--- src/rtl/slr_pkg.sv ---
`timescale 1ns / 1ps
// ----------------------------------------------------------------------------
// slr_pkg: shared types and constants of the stereo linear resampler
// Sample and rate widths, register indexes, budgets and item structs.
// ----------------------------------------------------------------------------
package slr_pkg;

    localparam int SAMPLE_W = 16;
    localparam int RATE_W   = 18;
    localparam int FRAC_W   = 16;

    // configuration register indexes
    localparam int CFG_IDX_W = 1;
    localparam logic [CFG_IDX_W-1:0] CFG_INPUT_RATE  = CFG_IDX_W'(0);
    localparam logic [CFG_IDX_W-1:0] CFG_OUTPUT_RATE = CFG_IDX_W'(1);

    localparam logic [RATE_W-1:0] INPUT_RATE_RST  = RATE_W'(0);
    localparam logic [RATE_W-1:0] OUTPUT_RATE_RST = RATE_W'(48000);

    localparam int MAX_OUT_FRAMES_DEF = 1024;
    localparam int MAX_IN_FRAMES_DEF  = 4096;

    // per-item result budgets
    localparam int CNT_W = 6;
    localparam logic [CNT_W-1:0] INTERP_CAP = CNT_W'(25);
    localparam logic [CNT_W-1:0] RESULT_CAP = CNT_W'(50);

    localparam int QUEUE_DEPTH = 2;

    typedef struct packed {
        logic signed [SAMPLE_W-1:0] left_in;
        logic signed [SAMPLE_W-1:0] right_in;
        logic                       buffer_end;
    } t_in_item;

    typedef struct packed {
        logic signed [SAMPLE_W-1:0] left_out;
        logic signed [SAMPLE_W-1:0] right_out;
        logic                       run_last;
        logic                       block_done;
    } t_out_item;

    // queue entry between front and back
    typedef struct packed {
        t_in_item item;
        logic     pass;
    } t_job;

endpackage

--- src/rtl/slr_stream_if.sv ---
`timescale 1ns / 1ps
// ----------------------------------------------------------------------------
// slr_stream_if: valid/ready stream channel
// Carries one item per handshake; payload type set by the instantiator.
// ----------------------------------------------------------------------------
interface slr_stream_if #(
    parameter type t_payload = logic
);
    logic     valid;
    logic     ready;
    t_payload payload;

    modport source (output valid, output payload, input ready);
    modport sink (input valid, input payload, output ready);
endinterface

--- src/rtl/slr_front.sv ---
`timescale 1ns / 1ps
// ----------------------------------------------------------------------------
// slr_front: input acceptance, classification and job queue
// Marks each frame as pass-through or resample and queues it for the back end.
// ----------------------------------------------------------------------------
module slr_front (
    input  logic                       i_clk,
    input  logic                       i_rst_n,
    input  logic [slr_pkg::RATE_W-1:0] i_input_rate,
    input  logic [slr_pkg::RATE_W-1:0] i_output_rate,
    slr_stream_if.sink                 i_in,
    output logic                       o_job_valid,
    output slr_pkg::t_job              o_job,
    input  logic                       i_job_pop
);
    localparam int DEPTH = slr_pkg::QUEUE_DEPTH;
    localparam int PTR_W = (DEPTH > 1) ? $clog2(DEPTH) : 1;
    localparam int CNT_W = $clog2(DEPTH + 1);

    slr_pkg::t_job    r_mem [DEPTH];
    logic [PTR_W-1:0] r_wr_ptr, n_wr_ptr;
    logic [PTR_W-1:0] r_rd_ptr, n_rd_ptr;
    logic [CNT_W-1:0] r_count, n_count;
    logic             push;
    logic             pop;
    logic             pass;

    assign pass = (i_input_rate == i_output_rate) || (i_input_rate == '0)
                  || (i_output_rate == '0);

    assign i_in.ready  = (r_count != CNT_W'(DEPTH));
    assign push        = i_in.valid && i_in.ready;
    assign o_job_valid = (r_count != '0);
    assign pop         = i_job_pop && o_job_valid;
    assign o_job       = r_mem[r_rd_ptr];

    always_comb begin
        n_wr_ptr = r_wr_ptr;
        n_rd_ptr = r_rd_ptr;
        n_count  = r_count;
        if (push) begin
            n_wr_ptr = (r_wr_ptr == PTR_W'(DEPTH - 1)) ? '0 : PTR_W'(r_wr_ptr + PTR_W'(1));
        end
        if (pop) begin
            n_rd_ptr = (r_rd_ptr == PTR_W'(DEPTH - 1)) ? '0 : PTR_W'(r_rd_ptr + PTR_W'(1));
        end
        if (push && !pop) begin
            n_count = CNT_W'(r_count + CNT_W'(1));
        end else if (pop && !push) begin
            n_count = CNT_W'(r_count - CNT_W'(1));
        end
    end

    always_ff @(posedge i_clk) begin
        if (!i_rst_n) begin
            r_wr_ptr <= '0;
            r_rd_ptr <= '0;
            r_count  <= '0;
        end else begin
            r_wr_ptr <= n_wr_ptr;
            r_rd_ptr <= n_rd_ptr;
            r_count  <= n_count;
        end
    end

    always_ff @(posedge i_clk) begin
        if (push) begin
            r_mem[r_wr_ptr] <= '{item: i_in.payload, pass: pass};
        end
    end

endmodule

--- src/rtl/slr_div.sv ---
`timescale 1ns / 1ps
// ----------------------------------------------------------------------------
// slr_div: restoring divider, one quotient bit per cycle
// Pulses done with the last quotient bit; divisor must hold during the run.
// ----------------------------------------------------------------------------
module slr_div #(
    parameter int NUM_W = 45,
    parameter int DEN_W = 18
) (
    input  logic             i_clk,
    input  logic             i_rst_n,
    input  logic             i_start,
    input  logic [NUM_W-1:0] i_num,
    input  logic [DEN_W-1:0] i_den,
    output logic             o_done,
    output logic [NUM_W-1:0] o_quot,
    output logic [DEN_W-1:0] o_rem
);
    localparam int CW = $clog2(NUM_W + 1);

    logic             r_busy;
    logic             r_done;
    logic [CW-1:0]    r_cnt;
    logic [NUM_W-1:0] r_quot;
    logic [DEN_W-1:0] r_rem;
    logic [DEN_W:0]   trial;
    logic             ge;

    assign trial  = {r_rem, r_quot[NUM_W-1]};
    assign ge     = (trial >= {1'b0, i_den});
    assign o_done = r_done;
    assign o_quot = r_quot;
    assign o_rem  = r_rem;

    always_ff @(posedge i_clk) begin
        if (!i_rst_n) begin
            r_busy <= 1'b0;
            r_done <= 1'b0;
            r_cnt  <= '0;
        end else begin
            r_done <= 1'b0;
            if (i_start) begin
                r_busy <= 1'b1;
                r_cnt  <= CW'(NUM_W);
            end else if (r_busy) begin
                r_cnt <= CW'(r_cnt - CW'(1));
                if (r_cnt == CW'(1)) begin
                    r_busy <= 1'b0;
                    r_done <= 1'b1;
                end
            end
        end
    end

    // shift numerator bits out the top, quotient bits in the bottom
    always_ff @(posedge i_clk) begin
        if (i_start) begin
            r_quot <= i_num;
            r_rem  <= '0;
        end else if (r_busy) begin
            r_quot <= {r_quot[NUM_W-2:0], ge};
            r_rem  <= ge ? DEN_W'(trial - {1'b0, i_den}) : trial[DEN_W-1:0];
        end
    end

endmodule

--- src/rtl/slr_back.sv ---
`timescale 1ns / 1ps
// ----------------------------------------------------------------------------
// slr_back: resampling sequencer
// Walks output positions for each queued resample frame, interpolates, repeats the
// tail at buffer end, forwards pass-through frames and drives the output register.
// ----------------------------------------------------------------------------
module slr_back #(
    parameter int MAX_OUT_FRAMES = slr_pkg::MAX_OUT_FRAMES_DEF,
    parameter int MAX_IN_FRAMES  = slr_pkg::MAX_IN_FRAMES_DEF
) (
    input  logic                       i_clk,
    input  logic                       i_rst_n,
    input  logic [slr_pkg::RATE_W-1:0] i_input_rate,
    input  logic [slr_pkg::RATE_W-1:0] i_output_rate,
    input  logic                       i_cfg_we,
    input  logic                       i_job_valid,
    input  slr_pkg::t_job              i_job,
    output logic                       o_job_pop,
    slr_stream_if.source               o_out
);
    localparam int SW    = slr_pkg::SAMPLE_W;
    localparam int RW    = slr_pkg::RATE_W;
    localparam int FRW   = slr_pkg::FRAC_W;
    localparam int CW    = slr_pkg::CNT_W;
    localparam int OW    = $clog2(MAX_OUT_FRAMES + 1);
    localparam int FW    = $clog2(MAX_IN_FRAMES + 1);
    localparam int PW    = OW + RW + FRW;
    localparam int IXW   = PW - FRW;
    localparam int TW    = ((OW + 1) > FW) ? (OW + 1 + RW) : (FW + RW);

    localparam logic [3:0] ST_IDLE     = 4'd0;
    localparam logic [3:0] ST_DIV_A    = 4'd1;
    localparam logic [3:0] ST_DIV_B    = 4'd2;
    localparam logic [3:0] ST_CHECK    = 4'd3;
    localparam logic [3:0] ST_INTERP   = 4'd4;
    localparam logic [3:0] ST_HOLD     = 4'd5;
    localparam logic [3:0] ST_TAIL_MUL = 4'd6;
    localparam logic [3:0] ST_TAIL     = 4'd7;
    localparam logic [3:0] ST_FINISH   = 4'd8;

    function automatic logic signed [SW-1:0] lerp(
        input logic signed [SW-1:0] a,
        input logic signed [SW-1:0] b,
        input logic [FRW-1:0]       frac
    );
        logic signed [SW:0]         diff;
        logic signed [SW+FRW+1:0]   prod;
        diff = (SW+1)'(b) - (SW+1)'(a);
        prod = diff * $signed({1'b0, frac});
        // drop the fraction bits: floor toward minus infinity
        return a + $signed(prod[SW+FRW-1:FRW]);
    endfunction

    logic [3:0]            r_state, n_state;
    slr_pkg::t_job         r_job, n_job;
    logic signed [SW-1:0]  r_held_l, n_held_l;
    logic signed [SW-1:0]  r_held_r, n_held_r;
    logic [FW-1:0]         r_frames_seen, n_frames_seen;
    logic [OW-1:0]         r_outputs_made, n_outputs_made;
    logic [PW-1:0]         r_pos, n_pos;
    logic [RW-1:0]         r_rem, n_rem;
    logic [PW-1:0]         r_step_q, n_step_q;
    logic [RW-1:0]         r_step_r, n_step_r;
    logic                  r_dirty, n_dirty;
    logic [CW-1:0]         r_cnt, n_cnt;
    logic [OW+RW-1:0]      r_prod;
    logic [TW:0]           r_tail_a, n_tail_a;
    logic [TW-1:0]         r_tail_b, n_tail_b;
    logic                  r_pend_valid, n_pend_valid;
    logic signed [SW-1:0]  r_pend_l, n_pend_l;
    logic signed [SW-1:0]  r_pend_r, n_pend_r;
    logic                  r_out_valid, n_out_valid;
    slr_pkg::t_out_item    r_out, n_out;

    logic                  slot_free;
    logic                  om_full;
    logic [IXW-1:0]        idx;
    logic [IXW-1:0]        km1;
    logic [OW+RW-1:0]      pos_prod;
    logic [OW:0]           om_inc;
    logic [OW+RW:0]        tail_a0;
    logic [FW+RW-1:0]      tail_b0;
    logic [RW:0]           sum_r;
    logic                  carry;
    logic                  gen;
    logic signed [SW-1:0]  gen_l;
    logic signed [SW-1:0]  gen_r;
    logic                  div_start;
    logic [PW-1:0]         div_num;
    logic                  div_done;
    logic [PW-1:0]         div_quot;
    logic [RW-1:0]         div_rem;

    slr_div #(
        .NUM_W (PW),
        .DEN_W (RW)
    ) u_div (
        .i_clk   (i_clk),
        .i_rst_n (i_rst_n),
        .i_start (div_start),
        .i_num   (div_num),
        .i_den   (i_output_rate),
        .o_done  (div_done),
        .o_quot  (div_quot),
        .o_rem   (div_rem)
    );

    assign slot_free     = !r_out_valid || o_out.ready;
    assign om_full       = (r_outputs_made >= OW'(MAX_OUT_FRAMES));
    assign idx           = r_pos[PW-1:FRW];
    assign km1           = IXW'(r_frames_seen - FW'(1));
    assign pos_prod      = r_outputs_made * i_input_rate;
    assign om_inc        = {1'b0, r_outputs_made} + (OW+1)'(1);
    assign tail_a0       = om_inc * i_input_rate;
    assign tail_b0       = r_frames_seen * i_output_rate;
    assign sum_r         = {1'b0, r_rem} + {1'b0, r_step_r};
    assign carry         = (sum_r >= {1'b0, i_output_rate});
    assign o_out.valid   = r_out_valid;
    assign o_out.payload = r_out;

    always_comb begin
        n_state        = r_state;
        n_job          = r_job;
        n_held_l       = r_held_l;
        n_held_r       = r_held_r;
        n_frames_seen  = r_frames_seen;
        n_outputs_made = r_outputs_made;
        n_pos          = r_pos;
        n_rem          = r_rem;
        n_step_q       = r_step_q;
        n_step_r       = r_step_r;
        n_dirty        = r_dirty;
        n_cnt          = r_cnt;
        n_tail_a       = r_tail_a;
        n_tail_b       = r_tail_b;
        n_pend_valid   = r_pend_valid;
        n_pend_l       = r_pend_l;
        n_pend_r       = r_pend_r;
        n_out_valid    = r_out_valid && !o_out.ready;
        n_out          = r_out;
        o_job_pop      = 1'b0;
        div_start      = 1'b0;
        div_num        = '0;
        gen            = 1'b0;
        gen_l          = r_held_l;
        gen_r          = r_held_r;

        unique case (r_state)
            ST_IDLE: begin
                if (i_job_valid) begin
                    o_job_pop = 1'b1;
                    n_job     = i_job;
                    n_cnt     = '0;
                    if (i_job.pass) begin
                        n_pend_valid = 1'b1;
                        n_pend_l     = i_job.item.left_in;
                        n_pend_r     = i_job.item.right_in;
                        n_state      = ST_FINISH;
                    end else if (r_dirty) begin
                        // rates changed: rebuild the position step first
                        div_start = 1'b1;
                        div_num   = PW'({i_input_rate, {FRW{1'b0}}});
                        n_state   = ST_DIV_A;
                    end else begin
                        n_state = ST_CHECK;
                    end
                end
            end
            ST_DIV_A: begin
                if (div_done) begin
                    n_step_q  = div_quot;
                    n_step_r  = div_rem;
                    div_start = 1'b1;
                    div_num   = {r_prod, {FRW{1'b0}}};
                    n_state   = ST_DIV_B;
                end
            end
            ST_DIV_B: begin
                if (div_done) begin
                    n_pos   = div_quot;
                    n_rem   = div_rem;
                    n_dirty = 1'b0;
                    n_state = ST_CHECK;
                end
            end
            ST_CHECK: begin
                if (r_frames_seen < FW'(MAX_IN_FRAMES)) begin
                    n_state = (r_frames_seen != '0) ? ST_INTERP : ST_HOLD;
                end else begin
                    n_state = r_job.item.buffer_end ? ST_TAIL_MUL : ST_FINISH;
                end
            end
            ST_INTERP: begin
                if (slot_free) begin
                    if (om_full || (idx > km1)) begin
                        n_state = ST_HOLD;
                    end else begin
                        // positions behind the held frame are dropped
                        if ((idx == km1) && (r_cnt < slr_pkg::INTERP_CAP)) begin
                            gen   = 1'b1;
                            gen_l = lerp(r_held_l, r_job.item.left_in, r_pos[FRW-1:0]);
                            gen_r = lerp(r_held_r, r_job.item.right_in, r_pos[FRW-1:0]);
                        end
                        n_outputs_made = OW'(r_outputs_made + OW'(1));
                        n_rem = carry ? RW'(sum_r - {1'b0, i_output_rate}) : sum_r[RW-1:0];
                        n_pos = PW'(r_pos + r_step_q + PW'(carry));
                    end
                end
            end
            ST_HOLD: begin
                n_held_l      = r_job.item.left_in;
                n_held_r      = r_job.item.right_in;
                n_frames_seen = FW'(r_frames_seen + FW'(1));
                n_state       = r_job.item.buffer_end ? ST_TAIL_MUL : ST_FINISH;
            end
            ST_TAIL_MUL: begin
                // tail runs while (outputs_made + 1) * in <= frames_seen * out
                n_tail_a = (TW+1)'(tail_a0);
                n_tail_b = TW'(tail_b0);
                n_state  = ST_TAIL;
            end
            ST_TAIL: begin
                if (slot_free) begin
                    if (!om_full && (r_tail_a <= (TW+1)'(r_tail_b))) begin
                        gen            = (r_cnt < slr_pkg::RESULT_CAP);
                        n_outputs_made = OW'(r_outputs_made + OW'(1));
                        n_tail_a       = (TW+1)'(r_tail_a + (TW+1)'(i_input_rate));
                    end else begin
                        n_state = ST_FINISH;
                    end
                end
            end
            ST_FINISH: begin
                if (!r_pend_valid || slot_free) begin
                    if (r_pend_valid) begin
                        n_out_valid  = 1'b1;
                        n_out        = '{left_out: r_pend_l, right_out: r_pend_r,
                                         run_last: 1'b1,
                                         block_done: r_job.item.buffer_end};
                        n_pend_valid = 1'b0;
                    end
                    if (r_job.item.buffer_end) begin
                        n_held_l       = '0;
                        n_held_r       = '0;
                        n_frames_seen  = '0;
                        n_outputs_made = '0;
                        n_pos          = '0;
                        n_rem          = '0;
                    end
                    n_state = ST_IDLE;
                end
            end
            default: begin
                n_state = ST_IDLE;
            end
        endcase

        // a new result releases the pending one, which is then not the last
        if (gen) begin
            if (r_pend_valid) begin
                n_out_valid = 1'b1;
                n_out       = '{left_out: r_pend_l, right_out: r_pend_r,
                                run_last: 1'b0, block_done: 1'b0};
            end
            n_pend_valid = 1'b1;
            n_pend_l     = gen_l;
            n_pend_r     = gen_r;
            n_cnt        = CW'(r_cnt + CW'(1));
        end

        if (i_cfg_we) begin
            n_dirty = 1'b1;
        end
    end

    always_ff @(posedge i_clk) begin
        if (!i_rst_n) begin
            r_state        <= ST_IDLE;
            r_held_l       <= '0;
            r_held_r       <= '0;
            r_frames_seen  <= '0;
            r_outputs_made <= '0;
            r_pos          <= '0;
            r_rem          <= '0;
            r_dirty        <= 1'b1;
            r_cnt          <= '0;
            r_pend_valid   <= 1'b0;
            r_out_valid    <= 1'b0;
        end else begin
            r_state        <= n_state;
            r_held_l       <= n_held_l;
            r_held_r       <= n_held_r;
            r_frames_seen  <= n_frames_seen;
            r_outputs_made <= n_outputs_made;
            r_pos          <= n_pos;
            r_rem          <= n_rem;
            r_dirty        <= n_dirty;
            r_cnt          <= n_cnt;
            r_pend_valid   <= n_pend_valid;
            r_out_valid    <= n_out_valid;
        end
    end

    always_ff @(posedge i_clk) begin
        r_job    <= n_job;
        r_step_q <= n_step_q;
        r_step_r <= n_step_r;
        r_prod   <= pos_prod;
        r_tail_a <= n_tail_a;
        r_tail_b <= n_tail_b;
        r_pend_l <= n_pend_l;
        r_pend_r <= n_pend_r;
        r_out    <= n_out;
    end

endmodule

--- src/rtl/stereo_linear_resampler.sv ---
`timescale 1ns / 1ps
// ----------------------------------------------------------------------------
// stereo_linear_resampler: linear-interpolation sample rate converter
// Converts buffers of stereo 16-bit frames from the input to the output rate.
// ----------------------------------------------------------------------------
// Frames enter on i_in and are queued two deep, so the source can run ahead
// while results drain on o_out. A pass-through frame (equal rates or a zero
// rate) is forwarded unchanged. A resampled frame visits a run of output
// positions (its results, dropped positions and one final check); the last
// frame of a buffer then repeats tail frames. After any rate write, the next
// resampled frame first runs two passes of the bit-serial divider to rebuild
// the position step. Output back-pressure stalls the sequencer.
// ----------------------------------------------------------------------------
module stereo_linear_resampler #(
    parameter int MAX_OUT_FRAMES = slr_pkg::MAX_OUT_FRAMES_DEF,
    parameter int MAX_IN_FRAMES  = slr_pkg::MAX_IN_FRAMES_DEF
) (
    input  logic                          i_clk,
    input  logic                          i_rst_n,
    input  logic                          i_cfg_we,
    input  logic [slr_pkg::CFG_IDX_W-1:0] i_cfg_idx,
    input  logic [slr_pkg::RATE_W-1:0]    i_cfg_data,
    slr_stream_if.sink                    i_in,
    slr_stream_if.source                  o_out
);
    logic [slr_pkg::RATE_W-1:0] r_input_rate;
    logic [slr_pkg::RATE_W-1:0] r_output_rate;
    logic                       job_valid;
    slr_pkg::t_job              job;
    logic                       job_pop;

    always_ff @(posedge i_clk) begin
        if (!i_rst_n) begin
            r_input_rate  <= slr_pkg::INPUT_RATE_RST;
            r_output_rate <= slr_pkg::OUTPUT_RATE_RST;
        end else if (i_cfg_we) begin
            unique case (i_cfg_idx)
                slr_pkg::CFG_INPUT_RATE:  r_input_rate  <= i_cfg_data;
                slr_pkg::CFG_OUTPUT_RATE: r_output_rate <= i_cfg_data;
                default: begin
                end
            endcase
        end
    end

    slr_front u_front (
        .i_clk         (i_clk),
        .i_rst_n       (i_rst_n),
        .i_input_rate  (r_input_rate),
        .i_output_rate (r_output_rate),
        .i_in          (i_in),
        .o_job_valid   (job_valid),
        .o_job         (job),
        .i_job_pop     (job_pop)
    );

    slr_back #(
        .MAX_OUT_FRAMES (MAX_OUT_FRAMES),
        .MAX_IN_FRAMES  (MAX_IN_FRAMES)
    ) u_back (
        .i_clk         (i_clk),
        .i_rst_n       (i_rst_n),
        .i_input_rate  (r_input_rate),
        .i_output_rate (r_output_rate),
        .i_cfg_we      (i_cfg_we),
        .i_job_valid   (job_valid),
        .i_job         (job),
        .o_job_pop     (job_pop),
        .o_out         (o_out)
    );

endmodule
--- src/flat_wrapper.sv ---
// flat-port wrapper written by rule: the top's interface ports become plain ports
module stereo_linear_resampler_flat 
#(
    parameter int MAX_OUT_FRAMES = slr_pkg::MAX_OUT_FRAMES_DEF,
    parameter int MAX_IN_FRAMES  = slr_pkg::MAX_IN_FRAMES_DEF
)
  (i_clk, i_rst_n, i_cfg_we, i_cfg_idx, i_cfg_data, i_in_valid, i_in_payload, i_in_ready, o_out_valid, o_out_payload, o_out_ready);
  slr_stream_if i_in_i ();
  slr_stream_if o_out_i ();
  input  logic i_clk;
  input  logic i_rst_n;
  input  logic i_cfg_we;
  input  logic [slr_pkg::CFG_IDX_W-1:0] i_cfg_idx;
  input  logic [slr_pkg::RATE_W-1:0] i_cfg_data;
  input wire logic [$bits(i_in_i.valid)-1:0] i_in_valid;
  input wire logic [$bits(i_in_i.payload)-1:0] i_in_payload;
  output wire logic [$bits(i_in_i.ready)-1:0] i_in_ready;
  output wire logic [$bits(o_out_i.valid)-1:0] o_out_valid;
  output wire logic [$bits(o_out_i.payload)-1:0] o_out_payload;
  input wire logic [$bits(o_out_i.ready)-1:0] o_out_ready;
  assign i_in_i.valid = i_in_valid;
  assign i_in_i.payload = i_in_payload;
  assign i_in_ready = i_in_i.ready;
  assign o_out_valid = o_out_i.valid;
  assign o_out_payload = o_out_i.payload;
  assign o_out_i.ready = o_out_ready;
  stereo_linear_resampler #(.MAX_OUT_FRAMES(MAX_OUT_FRAMES), .MAX_IN_FRAMES(MAX_IN_FRAMES)) u_core (.i_clk(i_clk), .i_rst_n(i_rst_n), .i_cfg_we(i_cfg_we), .i_cfg_idx(i_cfg_idx), .i_cfg_data(i_cfg_data), .i_in(i_in_i), .o_out(o_out_i));
endmodule
--- config.mk ---
export PLATFORM = sky130hd
export DESIGN_NAME = stereo_linear_resampler_flat
export DESIGN_NICKNAME = d
export VERILOG_FILES = /design/src/rtl/slr_pkg.sv /design/src/rtl/slr_stream_if.sv /design/src/rtl/slr_front.sv /design/src/rtl/slr_div.sv /design/src/rtl/slr_back.sv /design/src/rtl/stereo_linear_resampler.sv /design/src/flat_wrapper.sv
export SDC_FILE = /design/constraint.sdc
export NUM_CORES = 2
export LEC_CHECK = 0
export ABC_AREA = 1
export BUFFER_PORTS_ARGS = -buffer_cell sky130_fd_sc_hd__buf_2
export CORE_MARGIN = 2
export CORE_UTILIZATION = 50
export DETAILED_ROUTE_END_ITERATION = 6
export PLACE_DENSITY = 0.65
export SYNTH_ARGS = -nofsm -noshare
export SYNTH_HDL_FRONTEND = slang
export SYNTH_SLANG_ARGS = --single-unit
--- constraint.sdc ---
create_clock -name i_clk -period 12 [get_ports i_clk]
set_input_delay 2.4 -clock i_clk [delete_from_list [all_inputs] [get_ports i_clk]]
set_output_delay 2.4 -clock i_clk [all_outputs]
set_load 0.005 [all_outputs]
==> impl_metrics.tcl <==
set metrics [dict create \
    numCtsBuffers 45 \
    antenna_found_initial 6 \
    synth_edf_count 176 \
    drv_cap 0 \
    crit_slowest_cell "dfxtp_1" \
    grt_use_total_pct 29.1 \
    synth_fp_nets 6713 \
    rows 108 \
    dieHeight_um 301 \
    async_flop_share_pct 0 \
    drc 0 \
    fin_setup_tns_ps 0 \
    path_class "reg -> reg" \
    syn_avg_cell_area_um2 7.58 \
    worst_pin_slew_ps 1160 \
    die_area_um2 90400 \
    p_per_area_nw_per_um2 139 \
    initial_core_util_pct 50.6 \
    grt_max_degree 93 \
    clockBufferDepth 3 \
    peakVddDrop_mv 0.225 \
    multiInputGateArea_um2 29900 \
    max_freq_mhz 129 \
    avgViaCountPerCell 5.47 \
    ys_types 65 \
    finalSetupViolations 0 \
    fin_crit_sh_pct 64.7 \
    clkLatencyLatePin_ps 620 \
    root_buffer "clkbuf_16" \
    routed_wirelength_um 129000 \
    regArea_um2 9230 \
    wl_per_cell_um 18.6 \
    rsz0062_at_grt "false" \
    post_cts_buffers 0 \
    cpMostUsedCell "nand2_1" \
    grt_pass1_vias 37300 \
    finalHoldViolations 0 \
    coreArea_um2 87000 \
    grt_overflow 0 \
    drtAntennaViolNets 0 \
    io_pins 28 \
    syn_inst 5808 \
    drv_slew 0 \
    clock_sinks 373 \
    cp_slowest_stage_delay_ps 910 \
    grt_first_pass_wirelength_um 207000 \
    drt_iter0_drc 3182 \
    worst_setup_path_start_kind "flip-flop" \
    num_vias 37800 \
    p_leak_nw 23.8 \
    final_nets 6630 \
    ys_ff_latch 373 \
    power.total_mw 6.49 \
    hpwl_um 99200 \
    fin_hold_ws_ps 421 \
    netlist_area_um2 44000 \
    period_needed_ps 7760 \
    drive_gt1_share_pct 3.33 \
    port_buffers 27 \
    layout_common_cells "nand2_1 (1396), inv_1 (1061), nor2_1 (516)" \
    path_max_fanout 23 \
    hp-class "reg -> reg" \
    maxSlewHeadroom_pct 22.6 \
    drtPass1Iterations 7 \
    mostFrequentLayoutCell "nand2_1" \
    ys.flop_type "dfxtp_1" \
    cts_resized 0 \
    h-tree-depth 2 \
    cp.required_ps 12350 \
    end_kind "flip-flop" \
    ys_seq_area_share_pct 21.0 \
    yosys_warnings 0 \
    gp_congestion 0.957 \
    cts_hold_buf 0 \
    clock-skew-final_ps 50.4 \
    die_width_um 301 \
    path_clk_slew_ps 60 \
    critPathArrivalTime_ps 8110 \
    area.growth.synth_to_final_pct 5.86 \
    fill_cells 8490 \
    outcome "finished clean" \
    cts_tree "built" \
]
==> synthesized netlist by cell type (3+ instances only) <==
| cell | number | share of area, % |
|---|---|---|
| o2111ai_1 | 7 | 0.14 |
| xor2_1 | 78 | 1.6 |
| ha_1 | 395 | 11 |
| clkbuf_1 | 148 | 1.3 |
| nor2_1 | 520 | 4.4 |
| buf_2 | 15 | 0.17 |
| a211oi_1 | 7 | 0.12 |
| a21oi_1 | 361 | 4.1 |
| or2_2 | 16 | 0.23 |
| o21ai_0 | 281 | 3.2 |
| nand3_1 | 165 | 1.9 |
| nand4_1 | 40 | 0.57 |
| o221ai_1 | 6 | 0.12 |
| nor3_1 | 38 | 0.43 |
| o22ai_1 | 17 | 0.24 |
| clkinv_1 | 12 | 0.10 |
| edfxtp_1 | 176 | 12 |
| a21o_1 | 28 | 0.48 |
| nor2_2 | 7 | 0.10 |
| dfxtp_1 | 197 | 9.0 |
| fa_1 | 485 | 22 |
| inv_2 | 10 | 0.085 |
| a22o_1 | 6 | 0.12 |
| nand2_2 | 3 | 0.043 |
| o211ai_1 | 23 | 0.39 |
| buf_1 | 27 | 0.23 |
| o21a_1 | 14 | 0.24 |
| buf_6 | 8 | 0.20 |
| o311ai_0 | 3 | 0.060 |
| nand2_1 | 1396 | 12 |
| a21boi_0 | 11 | 0.19 |
| o21bai_1 | 22 | 0.38 |
| a22oi_1 | 18 | 0.31 |
| o21ai_1 | 55 | 0.63 |
| nor4_1 | 29 | 0.41 |
| o31ai_1 | 6 | 0.10 |
| inv_1 | 1062 | 9.1 |
| nand3b_1 | 8 | 0.14 |
| a31oi_1 | 20 | 0.28 |
| xnor2_1 | 56 | 1.1 |
==> sequential cells by signal (all words and copies together) (netlist names), 2 cells and up, named ones only <==
name                          flops
u_core.u_back.r_step_r           18
u_core.u_back.r_tail_a           32
u_core.u_front.r_mem              4
u_core.u_back.r_rem              18
u_core.u_back.u_div.r_cnt         6
u_core.u_back.r_cnt               6
u_core.u_back.u_div.o_rem        18
u_core.u_back.r_outputs_made     11
u_core.u_back.r_step_q           45
u_core.u_back.r_frames_seen      13
u_core.u_back.r_pos              45
u_core.u_front.r_count            2
u_core.r_output_rate             18
u_core.u_back.u_div.o_quot       45
u_core.u_back.r_tail_b           31
u_core.u_back.r_state             4
u_core.r_input_rate              18
u_core.u_back.r_prod             29
==> final timing paths <==
| check | startpoint | endpoint | slack (ps) | depth (start not counted) |
|---|---|---|---|---|
| worst min-delay path | u_core.u_back.u_div.o_quot[0]$_SDFFCE_PP0P_ | u_core.u_back.r_step_q[0]$_DFFE_PP_ | 420 | 0 |
| worst max register to register | u_core.u_back.r_outputs_made[0]$_SDFFE_PN0P_ | u_core.u_back.r_tail_a[24]$_DFFE_PP_ | 4240 | 28 |
| worst max-delay path | u_core.u_back.r_outputs_made[0]$_SDFFE_PN0P_ | u_core.u_back.r_tail_a[24]$_DFFE_PP_ | 4240 | 28 |
| worst min register to register | u_core.u_back.u_div.o_quot[0]$_SDFFCE_PP0P_ | u_core.u_back.r_step_q[0]$_DFFE_PP_ | 420 | 0 |
==> stage by stage <==
stage | cells | utilization [%] | setup slack, ps | area [um^2]
after floorplan | 5808 | - | 5950 | 44000
after global placement | 6833 | 51.8 | 4400 | 45100
after detailed placement | 6833 | 51.8 | 4340 | 45100
after CTS | 6916 | 53.5 | 4350 | 46600
after global routing | 6918 | 53.5 | 3620 | 46600
final | 6918 | 53.5 | 4240 | 46600
==> cells by family after synthesis <==
logic type	share of synthesized area (%)
adders and majority gates	33.3
buffers and inverters	11.2
DFF	21.0
xor gates and xnor gates	2.67
AOI/OAI and AO/OA	11.4
and+or+nand+nor	20.5
muxes	0.0711
==> report_power, final <==
| group | switching [mW] | internal, mW | total, mW |
|---|---|---|---|
| registers | 0.287 | 1.70 | 1.99 |
| logic | 2.09 | 1.02 | 3.10 |
| clock network | 0.598 | 0.797 | 1.39 |
==> layout make-up <==
cell class                      instances  share of cell area [%]
Antenna cell                            2                  0.0107
Clock buffer                           59                    2.57
Clock inverter                         24                   0.596
Inverter                             1086                    8.76
Multi-Input combinational cell       4149                    64.2
Sequential cell                       373                    19.8
Tap cell                             1155                    3.10
Timing Repair Buffer                   70                   0.989
==> metal layers <==
metal  GRT usage [%]  vias to the layer above  part of all wire [%]
li1                -                    18100                     -
met1            42.1                    18200                    45
met2            45.7                     1334                    44
met3            4.15                      204                   8.1
met4            7.94                        2                   2.9
met5               0                        -                 0.010
==> critical path, delay by kind of cell (launching register included) <==
| family | cells | cell delay, ps |
|---|---|---|
| buf+inv | 5 | 860 |
| compound gates | 6 | 1230 |
| flops | 1 | 910 |
| simple gates | 11 | 1580 |
| fa+ha+maj | 6 | 2920 |
No activity file was read; power rests on OpenSTA's default activity.
